`config.mk`:
```
export PLATFORM = sky130hd
export DESIGN_NAME = i2c_master_byte_engine_core
export DESIGN_NICKNAME = d
export VERILOG_FILES = /design/src/hw/rtl/i2cme_pkg.sv /design/src/hw/rtl/i2cme_cfg.sv /design/src/hw/rtl/i2cme_seq.sv /design/src/hw/rtl/i2cme_oreg.sv /design/src/hw/rtl/i2c_master_byte_engine_core.sv
export SDC_FILE = /design/constraint.sdc
export NUM_CORES = 1
export LEC_CHECK = 0
export ABC_CLOCK_PERIOD_IN_PS = 7700
export BUFFER_PORTS_ARGS = -buffer_cell sky130_fd_sc_hd__clkbuf_2
export CORE_ASPECT_RATIO = 0.5
export CORE_MARGIN = 2
export CORE_UTILIZATION = 55
export CTS_BUF_LIST = sky130_fd_sc_hd__clkbuf_4 sky130_fd_sc_hd__clkbuf_8
export CTS_CLUSTER_DIAMETER = 150
export CTS_CLUSTER_SIZE = 25
export DETAILED_ROUTE_END_ITERATION = 10
export GPL_ROUTABILITY_DRIVEN = 0
export HOLD_SLACK_MARGIN = 0.1
export PLACE_DENSITY = 0.71
export SETUP_SLACK_MARGIN = 0.05
export SYNTH_ARGS = -nofsm -noshare
export SYNTH_HDL_FRONTEND = slang
export SYNTH_SLANG_ARGS = --single-unit
```
`constraint.sdc`:
```
create_clock -name clk -period 7.7 [get_ports clk]
set_input_delay 1.155 -clock clk [delete_from_list [all_inputs] [get_ports clk]]
set_output_delay 1.155 -clock clk [all_outputs]
set_load 0.005 [all_outputs]
```
`src/hw/rtl/i2cme_pkg.sv`:
```
// Shared types and constants of the I2C master byte engine.
package i2cme_pkg;

	localparam int unsigned BYTE_W = 8;
	localparam int unsigned CMD_W  = 3;
	localparam int unsigned IDX_W  = 2;

	// command codes carried in the cmd field
	localparam logic [CMD_W-1:0] CMD_NONE  = 3'd0;
	localparam logic [CMD_W-1:0] CMD_START = 3'd1;
	localparam logic [CMD_W-1:0] CMD_STOP  = 3'd2;
	localparam logic [CMD_W-1:0] CMD_WRITE = 3'd3;
	localparam logic [CMD_W-1:0] CMD_ACK   = 3'd4;
	localparam logic [CMD_W-1:0] CMD_READ  = 3'd5;

	// register indexes on the write port
	localparam logic [IDX_W-1:0] REG_LONG_WAIT  = 2'd0;
	localparam logic [IDX_W-1:0] REG_SHORT_WAIT = 2'd1;
	localparam logic [IDX_W-1:0] REG_ACK_TMO    = 2'd2;

	localparam logic [BYTE_W-1:0] LONG_WAIT_RST  = 8'd2;
	localparam logic [BYTE_W-1:0] SHORT_WAIT_RST = 8'd1;
	localparam logic [BYTE_W-1:0] ACK_TMO_RST    = 8'd250;

	typedef struct packed {
		logic [CMD_W-1:0]  cmd;
		logic [BYTE_W-1:0] tx_byte;
		logic              send_ack;
		logic              sda_sample;
	} cmd_word_t;

	typedef struct packed {
		logic              scl_level;
		logic              sda_level;
		logic              sda_is_output;
		logic              busy_res;
		logic              done_res;
		logic [BYTE_W-1:0] rx_byte;
		logic              ack_failed;
	} res_word_t;

	typedef struct packed {
		logic [BYTE_W-1:0] long_wait_ticks;
		logic [BYTE_W-1:0] short_wait_ticks;
		logic [BYTE_W-1:0] ack_timeout_ticks;
	} cfg_t;

endpackage

```
`src/hw/rtl/i2cme_cfg.sv`:
```
// Timing register file written through the plain configuration port.
module i2cme_cfg (
	input  logic                            clk,
	input  logic                            arst_n,
	input  logic                            wr_en,
	input  logic [i2cme_pkg::IDX_W-1:0]     wr_index,
	input  logic [i2cme_pkg::BYTE_W-1:0]    wr_data,
	output i2cme_pkg::cfg_t                 cfg
);

	i2cme_pkg::cfg_t cfg_q;

	always_ff @(posedge clk or negedge arst_n) begin
		if (!arst_n) begin
			cfg_q.long_wait_ticks   <= i2cme_pkg::LONG_WAIT_RST;
			cfg_q.short_wait_ticks  <= i2cme_pkg::SHORT_WAIT_RST;
			cfg_q.ack_timeout_ticks <= i2cme_pkg::ACK_TMO_RST;
		end else if (wr_en) begin
			unique case (wr_index)
				i2cme_pkg::REG_LONG_WAIT:  cfg_q.long_wait_ticks   <= wr_data;
				i2cme_pkg::REG_SHORT_WAIT: cfg_q.short_wait_ticks  <= wr_data;
				i2cme_pkg::REG_ACK_TMO:    cfg_q.ack_timeout_ticks <= wr_data;
				default: ;
			endcase
		end
	end

	assign cfg = cfg_q;

endmodule

```
`src/hw/rtl/i2cme_seq.sv`:
```
// Bus sequencer: state registers and the per-tick next-state and result logic.
module i2cme_seq (
	input  logic                  clk,
	input  logic                  arst_n,
	input  logic                  step,
	input  i2cme_pkg::cmd_word_t  word,
	input  i2cme_pkg::cfg_t       cfg,
	output i2cme_pkg::res_word_t  res
);

	typedef enum logic [3:0] {
		PH_IDLE, PH_S1, PH_S2, PH_P1, PH_P2, PH_W1, PH_W2,
		PH_A1, PH_A2, PH_R1, PH_R2, PH_K1, PH_K2
	} phase_t;

	localparam int unsigned BW = i2cme_pkg::BYTE_W;

	phase_t        phase_q, phase_d;
	logic [3:0]    bit_cnt_q, bit_cnt_d, bit_cnt_inc;
	logic [BW-1:0] shift_q, shift_d;
	logic [BW-1:0] wait_q, wait_d;
	logic [BW-1:0] poll_q, poll_d;
	logic          scl_q, scl_d, sda_q, sda_d, dir_q, dir_d;
	logic          ack_rd_q, ack_rd_d, ack_fail_q, ack_fail_d;
	logic [BW-1:0] rx_hold_q, rx_hold_d;
	logic          ack_choice_q, ack_choice_d;
	logic          done;

	assign bit_cnt_inc = bit_cnt_q + 4'd1;

	always_comb begin
		phase_d      = phase_q;
		bit_cnt_d    = bit_cnt_q;
		shift_d      = shift_q;
		wait_d       = wait_q;
		poll_d       = poll_q;
		scl_d        = scl_q;
		sda_d        = sda_q;
		dir_d        = dir_q;
		ack_rd_d     = ack_rd_q;
		ack_fail_d   = ack_fail_q;
		rx_hold_d    = rx_hold_q;
		ack_choice_d = ack_choice_q;
		done         = 1'b0;

		if (phase_q == PH_IDLE) begin
			case (word.cmd)
				i2cme_pkg::CMD_START: begin
					dir_d   = 1'b1;
					sda_d   = 1'b1;
					scl_d   = 1'b1;
					wait_d  = cfg.long_wait_ticks;
					phase_d = PH_S1;
				end
				i2cme_pkg::CMD_STOP: begin
					ack_rd_d = 1'b0;
					dir_d    = 1'b1;
					scl_d    = 1'b0;
					sda_d    = 1'b0;
					wait_d   = cfg.short_wait_ticks;
					phase_d  = PH_P1;
				end
				i2cme_pkg::CMD_WRITE: begin
					// first bit goes out on the same tick
					dir_d     = 1'b1;
					scl_d     = 1'b0;
					bit_cnt_d = '0;
					sda_d     = word.tx_byte[BW-1];
					shift_d   = {word.tx_byte[BW-2:0], 1'b0};
					wait_d    = cfg.long_wait_ticks;
					phase_d   = PH_W1;
				end
				i2cme_pkg::CMD_ACK: begin
					ack_fail_d = 1'b0;
					poll_d     = '0;
					dir_d      = 1'b0;
					sda_d      = 1'b1;
					wait_d     = cfg.short_wait_ticks;
					phase_d    = PH_A1;
				end
				i2cme_pkg::CMD_READ: begin
					ack_choice_d = word.send_ack;
					bit_cnt_d    = '0;
					shift_d      = '0;
					dir_d        = 1'b0;
					sda_d        = 1'b1;
					scl_d        = 1'b0;
					wait_d       = cfg.long_wait_ticks;
					phase_d      = PH_R1;
				end
				default: ;
			endcase
		end else if (wait_q != '0) begin
			wait_d = wait_q - 1'b1;
		end else begin
			unique case (phase_q)
				PH_S1: begin
					sda_d   = 1'b0;
					wait_d  = cfg.short_wait_ticks;
					phase_d = PH_S2;
				end
				PH_S2: begin
					scl_d   = 1'b0;
					phase_d = PH_IDLE;
					done    = 1'b1;
				end
				PH_P1: begin
					scl_d   = 1'b1;
					wait_d  = cfg.short_wait_ticks;
					phase_d = PH_P2;
				end
				PH_P2: begin
					sda_d   = 1'b1;
					phase_d = PH_IDLE;
					done    = 1'b1;
					// a stop that closes a failed ack wait reports the failure now
					if (ack_rd_q) begin
						ack_fail_d = 1'b1;
						ack_rd_d   = 1'b0;
					end
				end
				PH_W1: begin
					scl_d   = 1'b1;
					wait_d  = cfg.short_wait_ticks;
					phase_d = PH_W2;
				end
				PH_W2: begin
					scl_d     = 1'b0;
					bit_cnt_d = bit_cnt_inc;
					if (bit_cnt_inc >= 4'd8) begin
						phase_d = PH_IDLE;
						done    = 1'b1;
					end else begin
						sda_d   = shift_q[BW-1];
						shift_d = {shift_q[BW-2:0], 1'b0};
						wait_d  = cfg.long_wait_ticks;
						phase_d = PH_W1;
					end
				end
				PH_A1: begin
					scl_d   = 1'b1;
					wait_d  = cfg.short_wait_ticks;
					phase_d = PH_A2;
				end
				PH_A2: begin
					if (!word.sda_sample) begin
						scl_d   = 1'b0;
						phase_d = PH_IDLE;
						done    = 1'b1;
					end else if (poll_q >= cfg.ack_timeout_ticks) begin
						ack_rd_d = 1'b1;
						dir_d    = 1'b1;
						scl_d    = 1'b0;
						sda_d    = 1'b0;
						wait_d   = cfg.short_wait_ticks;
						phase_d  = PH_P1;
					end else begin
						poll_d = poll_q + 1'b1;
					end
				end
				PH_R1: begin
					scl_d   = 1'b1;
					shift_d = {shift_q[BW-2:0], word.sda_sample};
					wait_d  = cfg.short_wait_ticks;
					phase_d = PH_R2;
				end
				PH_R2: begin
					scl_d     = 1'b0;
					bit_cnt_d = bit_cnt_inc;
					wait_d    = cfg.long_wait_ticks;
					if (bit_cnt_inc >= 4'd8) begin
						dir_d   = 1'b1;
						sda_d   = !ack_choice_q;
						phase_d = PH_K1;
					end else begin
						phase_d = PH_R1;
					end
				end
				PH_K1: begin
					scl_d   = 1'b1;
					wait_d  = cfg.long_wait_ticks;
					phase_d = PH_K2;
				end
				PH_K2: begin
					scl_d     = 1'b0;
					rx_hold_d = shift_q;
					phase_d   = PH_IDLE;
					done      = 1'b1;
				end
				default: phase_d = PH_IDLE;
			endcase
		end
	end

	always_ff @(posedge clk or negedge arst_n) begin
		if (!arst_n) begin
			phase_q      <= PH_IDLE;
			bit_cnt_q    <= '0;
			shift_q      <= '0;
			wait_q       <= '0;
			poll_q       <= '0;
			scl_q        <= 1'b1;
			sda_q        <= 1'b1;
			dir_q        <= 1'b1;
			ack_rd_q     <= 1'b0;
			ack_fail_q   <= 1'b0;
			rx_hold_q    <= '0;
			ack_choice_q <= 1'b0;
		end else if (step) begin
			phase_q      <= phase_d;
			bit_cnt_q    <= bit_cnt_d;
			shift_q      <= shift_d;
			wait_q       <= wait_d;
			poll_q       <= poll_d;
			scl_q        <= scl_d;
			sda_q        <= sda_d;
			dir_q        <= dir_d;
			ack_rd_q     <= ack_rd_d;
			ack_fail_q   <= ack_fail_d;
			rx_hold_q    <= rx_hold_d;
			ack_choice_q <= ack_choice_d;
		end
	end

	always_comb begin
		res.scl_level     = scl_d;
		res.sda_level     = sda_d;
		res.sda_is_output = dir_d;
		res.busy_res      = (phase_d != PH_IDLE);
		res.done_res      = done;
		res.rx_byte       = rx_hold_d;
		res.ack_failed    = ack_fail_d;
	end

endmodule

```
`src/hw/rtl/i2cme_oreg.sv`:
```
// Result register with a skid stage so the input-side space flag comes from a register, not from res_ready.
module i2cme_oreg (
	input  logic                  clk,
	input  logic                  arst_n,
	input  logic                  push,
	input  i2cme_pkg::res_word_t  push_word,
	output logic                  space,
	output logic                  res_valid,
	input  logic                  res_ready,
	output i2cme_pkg::res_word_t  res_word
);

	logic                 main_valid_q, skid_valid_q;
	i2cme_pkg::res_word_t main_q, skid_q;
	logic                 main_free;

	assign main_free = !main_valid_q || res_ready;
	assign space     = !skid_valid_q;

	always_ff @(posedge clk or negedge arst_n) begin
		if (!arst_n) begin
			main_valid_q <= 1'b0;
			skid_valid_q <= 1'b0;
		end else if (main_free) begin
			main_valid_q <= skid_valid_q || push;
			skid_valid_q <= 1'b0;
		end else if (push) begin
			skid_valid_q <= 1'b1;
		end
	end

	always_ff @(posedge clk) begin
		if (main_free) begin
			// drain the skid entry first to keep order
			main_q <= skid_valid_q ? skid_q : push_word;
		end else if (push) begin
			skid_q <= push_word;
		end
	end

	assign res_valid = main_valid_q;
	assign res_word  = main_q;

endmodule

```
`src/hw/rtl/i2c_master_byte_engine_core.sv`:
```
// An accepted tick word's result is registered into the main entry, or into the skid entry while main is held.
// Throughput: one tick word per cycle while the skid entry is free; the sequencer advances in a single pass.
// A two-entry result register (main plus skid) keeps cmd_ready off res_ready.
// Reset (arst_n low, asynchronous): SCL and SDA high, SDA driven, idle, no result.
// Timing registers reset to long 2, short 1, ack timeout 250.
module i2c_master_byte_engine_core (
	input  logic                          clk,
	input  logic                          arst_n,
	input  logic                          cmd_valid,
	output logic                          cmd_ready,
	input  i2cme_pkg::cmd_word_t          cmd_word,
	output logic                          res_valid,
	input  logic                          res_ready,
	output i2cme_pkg::res_word_t          res_word,
	input  logic                          wr_en,
	input  logic [i2cme_pkg::IDX_W-1:0]   wr_index,
	input  logic [i2cme_pkg::BYTE_W-1:0]  wr_data
);

	i2cme_pkg::cfg_t      cfg;
	i2cme_pkg::res_word_t next_res;
	logic                 step;

	assign step = cmd_valid && cmd_ready;

	i2cme_cfg u_cfg (
		.clk      (clk),
		.arst_n   (arst_n),
		.wr_en    (wr_en),
		.wr_index (wr_index),
		.wr_data  (wr_data),
		.cfg      (cfg)
	);

	i2cme_seq u_seq (
		.clk    (clk),
		.arst_n (arst_n),
		.step   (step),
		.word   (cmd_word),
		.cfg    (cfg),
		.res    (next_res)
	);

	i2cme_oreg u_oreg (
		.clk       (clk),
		.arst_n    (arst_n),
		.push      (step),
		.push_word (next_res),
		.space     (cmd_ready),
		.res_valid (res_valid),
		.res_ready (res_ready),
		.res_word  (res_word)
	);

endmodule

```
After elaboration in Yosys (flattened, before gate mapping)
Index checks and enable logic that the tools add are counted.
- word-level logic and storage cells: 182
- output and inout port bits: 16
- bits of input ports: 28
- register bits: 100
- magnitude comparators: 2
- reduce and logical (&&, ||, !) cells: 40
- bitwise logic cells: 1
- equality and inequality tests: 32
- $add $sub $neg: 3
- mux-type cells: 73
- operator list (cell ; count):
    8-bit 2-to-1 mux ; 17
    8-bit case mux with 2 select lines ; 3
    4-bit case mux with 9 select lines ; 1
    4-bit 2-to-1 mux ; 8
    8-bit case mux with 4 select lines ; 1
    1-bit 2-to-1 mux ; 31
    4-bit equality test, second input constant ; 5
    4-bit case mux with 5 select lines ; 1
    6-bit AND reduction ; 3
    4-bit by 3-bit equality test with 1-bit output, second input constant ; 4
    3-bit OR reduction ; 5
    14-bit 2-to-1 mux ; 1
    2-bit OR reduction ; 5
    5-bit OR reduction ; 2
    1-bit case mux with 3 select lines ; 3
    8-bit by 1-bit adder with 8-bit output, second input constant ; 1
    4-bit by 2-bit equality test with 1-bit output, second input constant ; 2
    8-bit greater-or-equal comparator ; 1
    4-bit by 2-bit != test with 1-bit output, second input constant ; 2
    1-bit case mux with 2 select lines ; 4
    2-bit AND reduction ; 4
    2-bit nonzero test ; 4
    8-bit nonzero test ; 1
    8-bit by 1-bit subtractor with 8-bit output, second input constant ; 1
    30 further kinds ; 41

Longest topological paths before layout
Gate-level depths: netlist (run 1).
- depth after elaboration: 8
- depth in mapped cells: 10
- gate-level depth less buffers: 9

Cells and area by module
A second synthesis (run 1) with hierarchy kept.
- cell total of the unflattened synthesis: 526
- area total of the unflattened synthesis: 5587.9 µm²
- modules (own cells, without submodules) (module ; cells an instance ; seq. area each (µm²) ; instances ; area an instance (µm²)):
    i2cme_seq ; 421 ; 1154.9 ; 1 ; 3520.9
    i2cme_oreg ; 53 ; 890.9 ; 1 ; 1138.6
    i2cme_cfg ; 51 ; 610.6 ; 1 ; 922.1
    i2c_master_byte_engine_core ; 1 ; 0.0 ; 1 ; 6.3

Worst setup path after synthesis (run 1)
Ideal clock, no wire load.
- path type: input-to-reg
- start: input cmd_word[10] (netlist bit)
- end: register u_oreg.main_q, in the netlist u_oreg.res_word[10] (data pin)
- stages on the path: 6
- buffers on the path: 1
- arrival time: 2533 ps
- data required time: 7414 ps
- path slack: 4881 ps
- library setup time: 286 ps
- cell sequence: clkbuf_1 -> inv_1 -> a21oi_1 -> nor2_1 -> a221oi_1 -> a41oi_1
- cells in the longest elaborated chain, start to end: 5
- elaborated cells between the ends (all ways): 9
- those cells by class: eq/ne (5); mux (3); reduce/logical (1)
- ends and longest elaborated chain (element ; line ; text):
    start: declaration ; i2c_master_byte_engine_core.sv:11 ; input i2cme_pkg::cmd_word_t cmd_word,
    3-bit equality test, or another cell as far along ; i2cme_seq.sv:47 ; case (word.cmd)
    4-bit case mux with 5 select lines (*) ; i2cme_seq.sv:47 ;
    4-bit 2-to-1 mux (*) ; i2cme_seq.sv:46 ; if (phase_q == PH_IDLE) begin
    4-bit nonzero test (*) ; i2cme_seq.sv:229 ; res.busy_res = (phase_d != PH_IDLE);
    14-bit 2-to-1 mux (*) ; i2cme_oreg.sv:35 ; main_q <= skid_valid_q ? skid_q : push_word;
    end signal: assignment ; i2cme_oreg.sv:35 ;
    end: declaration ; i2cme_oreg.sv:14 ; i2cme_pkg::res_word_t main_q, skid_q;
Every way passes the cells marked *; elsewhere a longest branch is shown, timed or not.
A chain may end at the register's enable or synchronous reset.

Worst setup path in the final report (run 1)
- start: register u_seq.phase_q[2]
- end: register u_seq.shift_q[0]
- cells in the longest elaborated chain, start to end: 4
- elaborated cells between the ends (all ways): 11
- those cells by class: eq/ne (5); mux (3); reduce/logical (3)
- ends and longest elaborated chain (element ; line ; text):
    start: declaration ; i2cme_seq.sv:18 ; phase_t phase_q, phase_d;
    start signal: assignment ; i2cme_seq.sv:210 ; phase_q <= phase_d;
    4-bit equality test / 4-bit by 3-bit equality test with 1-bit output (equally long branches) ; i2cme_seq.sv:96 ; unique case (phase_q)
    8-bit case mux with 2 select lines ; i2cme_seq.sv:96 ;
    8-bit 2-to-1 mux ; i2cme_seq.sv:93 ; end else if (wait_q != '0) begin
    8-bit 2-to-1 mux ; i2cme_seq.sv:46 ;
    end signal: assignment ; i2cme_seq.sv:212 ; shift_q <= shift_d;
    end: declaration ; i2cme_seq.sv:20 ; logic [BW-1:0] shift_q, shift_d;
Several ways; a longest one is shown, not always the timed one. The select of a mux whose other input is x is not followed.

==> impl_metrics.toml, run 1 <==
[timing]
rsz0062_at_grt = "false"
hold_viol_final = 0
fmax_mhz = 334
skew_ns = 0.00856
fin_crit_ns = 2.99
maxSlewHeadroom_pct = 24.0
final_max_slew_viol_count = 0
finalCritPeriodShare_pct = 38.9
worstMarginPinSlew_ns = 1.14
setup-violations-final = 0
tns_ns = 0

[detailed_routing]
dr_wl_met2_mm = 5.33
vias = 3924
routed_via_density = 5.87
dr.pass1.iters = 5
drtIter0Drc = 399
dr_wl_met3_um = 508
met1_length_mm = 5.63
drt_wl_total_mm = 11.6
route.detailed.drc = 0
drtAntennaViolNets = 0
top_layer = "met4"
wl_per_cell_um = 17.4

[hold_path]
worstHoldStart = "u_seq.ack_fail_q$_DFFE_PN0P_"
min-delay-path-class = "flop to flop"
holdPathEnd = "u_seq.ack_fail_q$_DFFE_PN0P_"
hold_depth = 2

[flow_run]
maxCapViolations = 0

[clock_tree]
cts_hold_buffers = 0
cts_buffers = 9
clk_latency_ns = 0.38
post_cts_resize_count = 0
clkTransAtPathRegs_ns = 0.10
clock_tree.root_cell = "clkbuf_8"
clock_sinks = 100
cts_setup_buffers = 0
clockBufferDepth = 2
ctsHtreeMaxLevel = 3
cts_tree = "built"

[cells_and_area]
syn_to_final_growth_pct = 9.14
drive_above_1_share_pct = 25.0
n_fill_cell = 799
design_area_um2 = 5770
antenna_cells = 0
post-route-util_pct = 61.5
regArea_um2 = 2660
multi_input_area_um2 = 2440
nNetsFinal = 581

[outcome]
status = "finished, final reports clean"

[floorplan]
core_area_um2 = 9380
initial_utilization_pct = 56.3
top_level_ports = 44
die_w_um = 143
row_count = 25
die_h_um = 73.3
die_area_um2 = 10500

[global_routing]
grt_overflow = 0
grt_pass1_wl_mm = 19.2
antenna_found_initial = 0
grt_usage_pct = 24.1
grt_pass1_vias = 3723
grt_max_degree = 73

[power_and_ir_drop]
p_per_area_nw_per_um2 = 322
p_comb_share_pct = 36.2
irDropWorstVdd_mv = 0.113
p_switching_uw = 728
p_leak_nw = 2.47
switching_share_pct = 39.2
p_int_mw = 1.13
finalPower_mw = 1.86
power_frac_clock_pct = 18.8
seq_power_share_pct = 45.0

[logic_synthesis]
syn_nets = 545
synthArstFlopShare_pct = 72.0
yosysSeqAreaShare_pct = 50.3
netlist_area_um2 = 5280
synth_enable_flop_cells = 28
syn_area_per_cell_um2 = 10.4
synth_flop_cell = "dfrtp_1"
yosys_warnings = 0
ys_ff_latch = 100
synth_cells = 506
yosysUniqueCellTypes = 62

[worst_setup_path]
crit_path_end_kind = "flop"
r2r_slack_ns = 4.71
crit_path_start = "u_seq.phase_q[2]$_DFFE_PN0P_"
critPathArrivalTime_ns = 3.26
critPathKind = "flop to flop"
crit_fanout = 27
reg2reg_depth = 6
crit-reg2reg-launch = "u_seq.phase_q[2]$_DFFE_PN0P_"
cp.required_ns = 7.97
start_kind = "flop"
r2r_end = "u_seq.shift_q[0]$_DFFE_PN0P_"

[placement]
numPortBuffers = 43
placed_area_um2 = 5560
hpwl_mm = 8.23
[through the flow]
stage	setup slack (ns)	cells	hold slack (ns)
after floorplan	4.88	506	0.446
after global placement	4.57	652	0.462
after detailed placement	4.49	652	0.467
after CTS	4.74	668	0.491
after global routing	4.51	668	0.517
final	4.71	668	0.489
[worst max-delay path by stage]
stage	cells after the start	end
final	6	u_seq.shift_q[0]$_DFFE_PN0P_
after global routing	6	u_seq.shift_q[0]$_DFFE_PN0P_
after CTS	6	u_seq.shift_q[0]$_DFFE_PN0P_
after detailed placement	3	u_oreg.skid_q[2]$_DFFE_PP_
after global placement	3	u_oreg.skid_q[2]$_DFFE_PP_
after floorplan	6	u_oreg.res_word[10]$_DFFE_PN_
[cells in the mapped netlist (all sizes together) (4+ instances only)]
library cell,instances,share of area (%)
a21oi,27,2.7
a221oi,4,0.66
a22oi,8,1.1
a31oi,11,1.3
and3,6,0.71
buf,12,1.4
clkbuf,9,0.64
dfrtp,61,29
dfstp,11,5.5
edfxtp,28,16
ha,11,2.6
inv,20,1.4
mux2,50,11
mux2i,8,1.5
nand2,50,4.0
nand2b,8,1.1
nand3,14,1.3
nor2,54,4.0
nor2b,11,1.3
nor3,9,0.85
nor4,6,1.1
o21ai,42,4.0
[cells in the final DEF (no fill, tap or decap), types with 3 or more instances in the layout]
| cell | Yosys | layout |
|---|---|---|
| a211oi_1 | 3 | 3 |
| a21o_1 | 3 | 3 |
| a21oi_1 | 25 | 25 |
| a221oi_1 | 4 | 4 |
| a22o_1 | 3 | 3 |
| a22oi_1 | 8 | 8 |
| a31oi_1 | 11 | 11 |
| a41oi_1 | 3 | 3 |
| and3_1 | 6 | 6 |
| buf_4 | 2 | 3 |
| clkbuf_2 | 0 | 42 |
| clkbuf_8 | 0 | 9 |
| dfrtp_1 | 61 | 61 |
| dfstp_2 | 11 | 11 |
| edfxtp_1 | 28 | 28 |
| ha_1 | 11 | 11 |
| inv_1 | 18 | 18 |
| inv_6 | 0 | 3 |
| mux2_2 | 50 | 50 |
| mux2i_1 | 8 | 8 |
| nand2_1 | 48 | 48 |
| nand2b_1 | 7 | 7 |
| nand3_1 | 14 | 14 |
| nor2_1 | 52 | 52 |
| nor2b_1 | 11 | 11 |
| nor3_1 | 9 | 9 |
| nor4_1 | 4 | 4 |
| o211ai_1 | 3 | 3 |
| o21ai_0 | 39 | 39 |
| o21ai_1 | 3 | 3 |
| o31ai_1 | 3 | 3 |
| or3_1 | 3 | 3 |
[metal layers]
metal  track usage [%]  vias up
met5                 0        -
met4              6.60        0
met3              5.15       15
met2              38.0      105
met1              34.4     1894
li1                  -     1910
[kinds of logic (layout without fill, tap and decap cells)]
group | count (synthesis) | after routing | synth area share, %
XOR/XNOR | 3 | 3 | 0.497
AO/OA/AOI/OAI | 120 | 120 | 14.1
buffers and inverters | 41 | 82 | 3.50
flip-flops | 100 | 100 | 50.3
AND/OR/NAND/NOR | 173 | 173 | 16.8
multiplexers | 58 | 58 | 12.2
adder cells (fa/ha/maj) | 11 | 11 | 2.60
[power by group through the flow]
stage	registers, mW	clock network, mW	logic (mW)
2_1_floorplan	0.773	0	0.560
3_3_place_gp	0.840	0	0.650
3_5_place_dp	0.844	0	0.665
4_1_cts	0.833	0.357	0.670
5_1_grt	0.855	0.379	0.756
6_report	0.836	0.349	0.673
[flip-flops by register name, indices dropped and copies added, names as in the netlist, 4 cells and up]
| signal | cells |
|---|---|
| u_oreg.res_word | 14 |
| u_seq.rx_hold_q | 8 |
| u_seq.shift_q | 8 |
| u_seq.poll_q | 8 |
| u_seq.bit_cnt_q | 4 |
| u_seq.phase_q | 4 |
| u_oreg.skid_q | 14 |
| u_cfg.cfg | 24 |
| u_seq.wait_q | 8 |
[cell type report]
type,count,area share (%)
Sequential cell,100,46.1
Clock inverter,7,1.39
Timing Repair Buffer,46,4.12
Multi-Input combinational cell,365,42.4
Inverter,20,1.30
Tap cell,121,2.63
Clock buffer,9,2.15
[worst max-delay path, cell delays in order (launching register included)]
cell and delay, ns:
dfrtp_1 0.85, or4_4 0.50, nand3_1 0.37, a21o_1 0.30, a21oi_2 0.51, nor2b_1 0.11
a41o_1 0.23
(Power assumes the default switching activity.)
==> run 2, diff against run 1 <==
--- a/config.mk
+++ b/config.mk
@@ -5,7 +5,7 @@
 export SDC_FILE = /design/constraint.sdc
 export NUM_CORES = 1
 export LEC_CHECK = 0
-export ABC_CLOCK_PERIOD_IN_PS = 7700
+export ABC_CLOCK_PERIOD_IN_PS = 2600
 export BUFFER_PORTS_ARGS = -buffer_cell sky130_fd_sc_hd__clkbuf_2
 export CORE_ASPECT_RATIO = 0.5
 export CORE_MARGIN = 2
@@ -16,7 +16,7 @@
 export DETAILED_ROUTE_END_ITERATION = 10
 export GPL_ROUTABILITY_DRIVEN = 0
 export HOLD_SLACK_MARGIN = 0.1
-export PLACE_DENSITY = 0.71
+export PLACE_DENSITY = 0.74
 export SETUP_SLACK_MARGIN = 0.05
 export SYNTH_ARGS = -nofsm -noshare
 export SYNTH_HDL_FRONTEND = slang
==> constraint.sdc (replaced) <==
create_clock -name clk -period 2.6 [get_ports clk]
set_input_delay 0.39 -clock clk [delete_from_list [all_inputs] [get_ports clk]]
set_output_delay 0.39 -clock clk [all_outputs]
set_load 0.005 [all_outputs]
==> run 2 against run 1 <==
Die area is the same. Final cell count increased by 4.3%. Combinational power grew to 3.6 times the previous value. Hold slack worse by 0.24 ns. Global-route usage about the same. Clock power increased to 2.9 times the previous value. Clock skew up 0.0044 ns. Register-to-register slack worse by 4.6 ns. Highest routed layer unchanged. Final area increased by 5.4%. Setup slack worse by 4.6 ns. Largest power group is now combinational cells. First-iteration DRC count is 14% lower. Critical path type unchanged. Count of clock-buffer cells in the layout rose by 2.
==> impl_metrics.toml, run 2 (synthesis results as in run 1) <==
[outcome]
status = "finished, final reports clean"

[detailed_routing]
drtAntennaViolNets = 0
drt_wl_total_mm = 11.8
drtIter0Drc = 345
dr.pass1.iters = 6
route.detailed.drc = 0
routed_via_density = 5.88
wl_per_cell_um = 17.0
vias = 4096

[global_routing]
grt_use_met3_pct = 6.45
grt_use_met2_pct = 36.8
antenna_found_initial = 0
grt_max_degree = 32
grt_usage_pct = 24.1
grt_pass1_wl_mm = 19.2
grt_busiest_layer = "met2"
grt_pass1_vias = 3719
use_met1_pct = 34.1
grt_overflow = 0

[timing]
whs_ns = 0.245
skew_ns = 0.0129
fin_crit_ns = 2.45
setup-violations-final = 0
fmax_mhz = 409
final_max_slew_viol_count = 0
tns_ns = 0
rsz0062_at_grt = "false"
worstMarginPinSlew_ns = 0.594
maxSlewHeadroom_pct = 60.4
hold_viol_final = 0
finalCritPeriodShare_pct = 94.1

[clock_tree]
clock_sinks = 100
clockBufferDepth = 2
clk_latency_ns = 0.37
cts_buffers = 9
clock_tree.root_cell = "clkbuf_8"
clkTransAtPathRegs_ns = 0.10
cts_tree = "built"
ctsHtreeMaxLevel = 3

[cells_and_area]
post-route-util_pct = 64.7
largest_reg_flops = 24
mostFrequentLayoutCell = "dfrtp_1"
nNetsFinal = 610
regArea_um2 = 2660
layout_common_cells = "dfrtp_1, nor2_1, mux2_2"
design_area_um2 = 6080
drive_above_1_share_pct = 31.1
n_fill_cell = 752
syn_to_final_growth_pct = 15.0
antenna_cells = 0
multi_input_area_um2 = 2510

[worst_setup_path]
critPathKind = "flop to flop"
start_kind = "flop"
cp.required_ns = 2.74
critPathArrivalTime_ns = 2.58
reg2reg_depth = 9
r2r_slack_ns = 0.15
r2r_end = "u_oreg.res_word[12]$_DFFE_PN_"
crit_path_start = "u_cfg.cfg[1]$_DFFE_PN1P_"
worstPathCellList = "inv_2 > ha_4 > nor2b_1 > o211ai_1 > a31oi_2 > nor3_2 > o311a_1 > or2_1 > mux2_2"
crit_fanout = 3
cp_slowest_cell = "dfstp_2"
slowest_delay_ns = 0.54
crit_path_end_kind = "flop"
crit-reg2reg-launch = "u_cfg.cfg[1]$_DFFE_PN1P_"
worstSetupEndpoint = "u_oreg.res_word[12]$_DFFE_PN_"

[floorplan]
top_level_ports = 44
die_area_um2 = 10500
die_w_um = 143
initial_utilization_pct = 56.3
core_area_um2 = 9380
row_count = 25
die_h_um = 73.3

[power_and_ir_drop]
p_leak_nw = 2.62
irDropWorstVdd_mv = 0.415
p_per_area_nw_per_um2 = 948

[placement]
numPortBuffers = 43
hpwl_mm = 8.55
placed_area_um2 = 5800

[flow_run]
maxCapViolations = 0

[hold_path]
min-delay-path-class = "input pin to flop"
run 2: cell types whose count changed in the layout (fill, tap and decap cells not counted), sizes merged:
cell	previous run	this run
clkbuf	51	53
clkinvlp	1	3
clkinv	1	0
buf	4	32
dlygate4sd3	0	1
inv	24	21
run 2: area by class of cell:
class / instances / share of cell area [%]
Inverter: 20 / 1.24
Tap cell: 121 / 2.49
Clock inverter: 5 / 1.01
Multi-Input combinational cell: 365 / 41.3
Sequential cell: 100 / 43.7
Timing Repair Buffer: 75 / 7.95
Clock buffer: 11 / 2.29
run 2: how the worst min path moves through the flow:
stage	startpoint	end	depth (start not counted)
after floorplan	arst_n	u_cfg.cfg[0]$_DFFE_PN0P_	0
after global placement	arst_n	u_cfg.cfg[2]$_DFFE_PN0P_	1
after detailed placement	arst_n	u_cfg.cfg[2]$_DFFE_PN0P_	1
after CTS	cmd_word[1]	u_seq.ack_choice_q$_DFFE_PN0P_	2
after global routing	cmd_word[1]	u_seq.ack_choice_q$_DFFE_PN0P_	2
final	cmd_word[1]	u_seq.ack_choice_q$_DFFE_PN0P_	2
run 2: repair_timing:
item | in CTS | in global routing
setup endpoints to repair | 5 | 12
buffers inserted | 0 | 0
resized for setup | 2 | 14
hold buffers | 1 | 0
hold endpoints to repair | 22 | 0
pin swaps | 0 | 8
run 2: through the flow:
stage / power, mW / worst slack, ns / instances
floorplan: 3.95 / 0.181 / 506
global placement: 4.61 / 0.0380 / 680
detailed placement: 4.67 / -0.00972 / 680
CTS: 5.70 / 0.0479 / 697
global route: 6.16 / 0.0558 / 697
finish: 5.76 / 0.153 / 697
run 2: power breakdown:
part / leakage [nW] / switching [mW] / internal (mW)
clock network: 0.0930 / 0.542 / 0.470
registers: 1.16 / 0.283 / 2.06
logic: 1.36 / 1.36 / 1.04
run 2: worst max-delay path, delay by kind of cell, from the launching register on:
family | cells | cell delay (ns)
and+or+nand+nor | 3 | 0.43
muxes | 1 | 0.26
adders and majority gates | 1 | 0.25
AOI/OAI and AO/OA | 3 | 0.70
buffers and inverters | 1 | 0.04
DFF | 1 | 0.54
run 2: layer usage:
layer / part of all wire (%) / up-vias / wire (um)
met1: 47 / 1969 / 5590
li1: - / 1968 / -
met3: 6.6 / 23 / 774
met4: 2.0 / 0 / 241
met2: 44 / 136 / 5210
met5: 0 / - / 0
==> run 3, diff against run 2 <==
--- a/config.mk
+++ b/config.mk
@@ -5,6 +5,7 @@
 export SDC_FILE = /design/constraint.sdc
 export NUM_CORES = 1
 export LEC_CHECK = 0
+export ABC_AREA = 1
 export ABC_CLOCK_PERIOD_IN_PS = 2600
 export BUFFER_PORTS_ARGS = -buffer_cell sky130_fd_sc_hd__clkbuf_2
 export CORE_ASPECT_RATIO = 0.5
@@ -18,6 +19,7 @@
 export HOLD_SLACK_MARGIN = 0.1
 export PLACE_DENSITY = 0.74
 export SETUP_SLACK_MARGIN = 0.05
+export SKIP_CTS_REPAIR_TIMING = 1
 export SYNTH_ARGS = -nofsm -noshare
 export SYNTH_HDL_FRONTEND = slang
 export SYNTH_SLANG_ARGS = --single-unit
==> run 3 against run 2 <==
Sequential cell count stayed put. Final area is 1.6% lower. Die area is 2.9% higher. Register-to-register slack better by 0.24 ns. Critical path type unchanged. Largest cell class unchanged.
==> impl_metrics.toml, run 3 <==
[detailed_routing]
dr.pass1.iters = 5
route.detailed.drc = 0
wl_per_cell_um = 12.8
drt_wl_total_mm = 11.0
routed_via_density = 5.13
drtAntennaViolNets = 0
vias = 4408
drtIter0Drc = 308

[cells_and_area]
drive_above_1_share_pct = 14.1
mostFrequentLayoutCell = "nand2_1"
nNetsFinal = 758
design_area_um2 = 5980
syn_to_final_growth_pct = 9.76
antenna_cells = 0
layout_common_cells = "nand2_1, inv_1, o21ai_0"
final_cells = 859
largest_reg_flops = 24
post-route-util_pct = 62.7

[logic_synthesis]
yosysUniqueCellTypes = 40
syn_area_per_cell_um2 = 8.06
synth_flop_cell = "dfrtp_1"
synth_area_leaders = "dfrtp_1, edfxtp_1, nand2_1"
synthArstFlopShare_pct = 72.0
yosysSeqAreaShare_pct = 48.8
netlist_area_um2 = 5450
syn_nets = 715
yosysMostFrequentCell = "nand2_1"
synth_cells = 676
synth_common_cells = "nand2_1, inv_1, o21ai_0"
ys_ff_latch = 100
synth_top_area_share_pct = 28.0
yosys_warnings = 0
synth_enable_flop_cells = 28
synth_top_area_cell = "dfrtp_1"

[timing]
rsz0062_at_grt = "false"
fin_crit_ns = 2.21
worst_slack_ns = 0.392
whs_ns = 0.262
maxSlewHeadroom_pct = 62.7
finalCritPeriodShare_pct = 84.9
skew_ns = 0.0119
setup-violations-final = 0
tns_ns = 0
worstMarginPinSlew_ns = 0.559
fmax_mhz = 453
final_max_slew_viol_count = 0
hold_viol_final = 0

[floorplan]
die_w_um = 145
die_area_um2 = 10800
die_h_um = 74.4
initial_utilization_pct = 57.1
core_area_um2 = 9540
top_level_ports = 44
row_count = 25

[clock_tree]
cts_tree = "built"
clk_latency_ns = 0.37
ctsHtreeMaxLevel = 3
clkTransAtPathRegs_ns = 0.09
cts_buffers = 9
clock_sinks = 100
clockBufferDepth = 2
clock_tree.root_cell = "clkbuf_8"

[placement]
numPortBuffers = 43
placed_area_um2 = 5790
hpwl_mm = 8.16
place_ws_ns = 0.418
dp.cells = 842

[global_routing]
grt_usage_pct = 22.0
use_met1_pct = 31.4
grt_pass1_vias = 3983
grt_max_degree = 54
grt_overflow = 0
antenna_found_initial = 0
grt_pass1_wl_mm = 18.5
grt_busiest_layer = "met2"
grt_use_met2_pct = 34.2
grt_use_met3_pct = 5.02

[hold_path]
hold_depth = 3
min-delay-path-class = "input pin to flop"

[worst_setup_path]
start_kind = "flop"
r2r_slack_ns = 0.39
reg2reg_depth = 12
critPathKind = "flop to flop"
crit_path_end_kind = "flop"
critPathArrivalTime_ns = 2.34
cp.required_ns = 2.73
crit_fanout = 3

[power_and_ir_drop]
p_leak_nw = 2.92
finalPower_mw = 5.85
irDropWorstVdd_mv = 0.591
p_per_area_nw_per_um2 = 979

[flow_run]
maxCapViolations = 0

[outcome]
status = "finished, final reports clean"
[run 3: changes by cell type after synthesis, moves of 7 or more]
cell,delta
nand2b_1,-7
inv_1,+74
nor2_1,-13
nand2_1,+142
o21ai_1,+11
o21ai_0,+51
a31oi_1,-8
mux2_2,-50
xor2_1,+7
nor2b_1,-11
nand3_1,+11
mux2i_1,-8
[run 3: path summary, 6_finish.rpt]
path,startpoint,end
max,u_cfg.cfg[5]$_DFFE_PN1P_,u_oreg.res_word[11]$_DFFE_PN_
min,wr_data[0],u_cfg.cfg[8]$_DFFE_PN1P_
max reg2reg,u_cfg.cfg[5]$_DFFE_PN1P_,u_oreg.res_word[11]$_DFFE_PN_
min reg2reg,u_seq.dir_q$_DFFE_PN1P_,u_seq.dir_q$_DFFE_PN1P_
max in group asynchronous,arst_n,u_cfg.cfg[5]$_DFFE_PN1P_
min in group asynchronous,arst_n,u_cfg.cfg[22]$_DFFE_PN0P_
[run 3: final cells by class]
type / instances / area, um2
Timing Repair Buffer: 51 / 290
Multi-Input combinational cell: 460 / 2310
Fill cell: 853 / 3560
Tap cell: 135 / 169
Inverter: 97 / 369
Sequential cell: 100 / 2660
Clock inverter: 6 / 50.0
Clock buffer: 10 / 131
[run 3: kinds of logic (layout without fill, tap and decap cells)]
family / Yosys count / after routing / share of synthesized area (%)
buffers and inverters: 116 / 164 / 8.78
adders and majority gates: 11 / 11 / 2.53
xor gates and xnor gates: 11 / 11 / 1.77
AOI/OAI and AO/OA: 160 / 160 / 16.4
DFF: 100 / 100 / 48.8
and+or+nand+nor: 278 / 278 / 21.8
[run 3: critical path, stage by stage (launching register included)]
cell     delay (ns)
dfstp_2        0.54
inv_1          0.04
ha_1           0.29
a21oi_1        0.17
nor2_1         0.05
nor2_1         0.19
nand2_1        0.08
nand2_1        0.11
o21ai_0        0.14
nand2_1        0.10
nand3_1        0.12
nand2_1        0.09
nand2_1        0.05
[run 3: routing by layer]
layer	up-vias	routed length, um
met5	-	0
met2	115	4750
met1	1987	5510
met3	20	562
li1	2286	-
met4	0	199
[run 3: power breakdown]
| part | internal [mW] | switching, mW |
|---|---|---|
| Combinational | 0.874 | 1.63 |
| Sequential | 2.12 | 0.302 |
| Clock | 0.367 | 0.551 |
| Total | 3.36 | 2.49 |
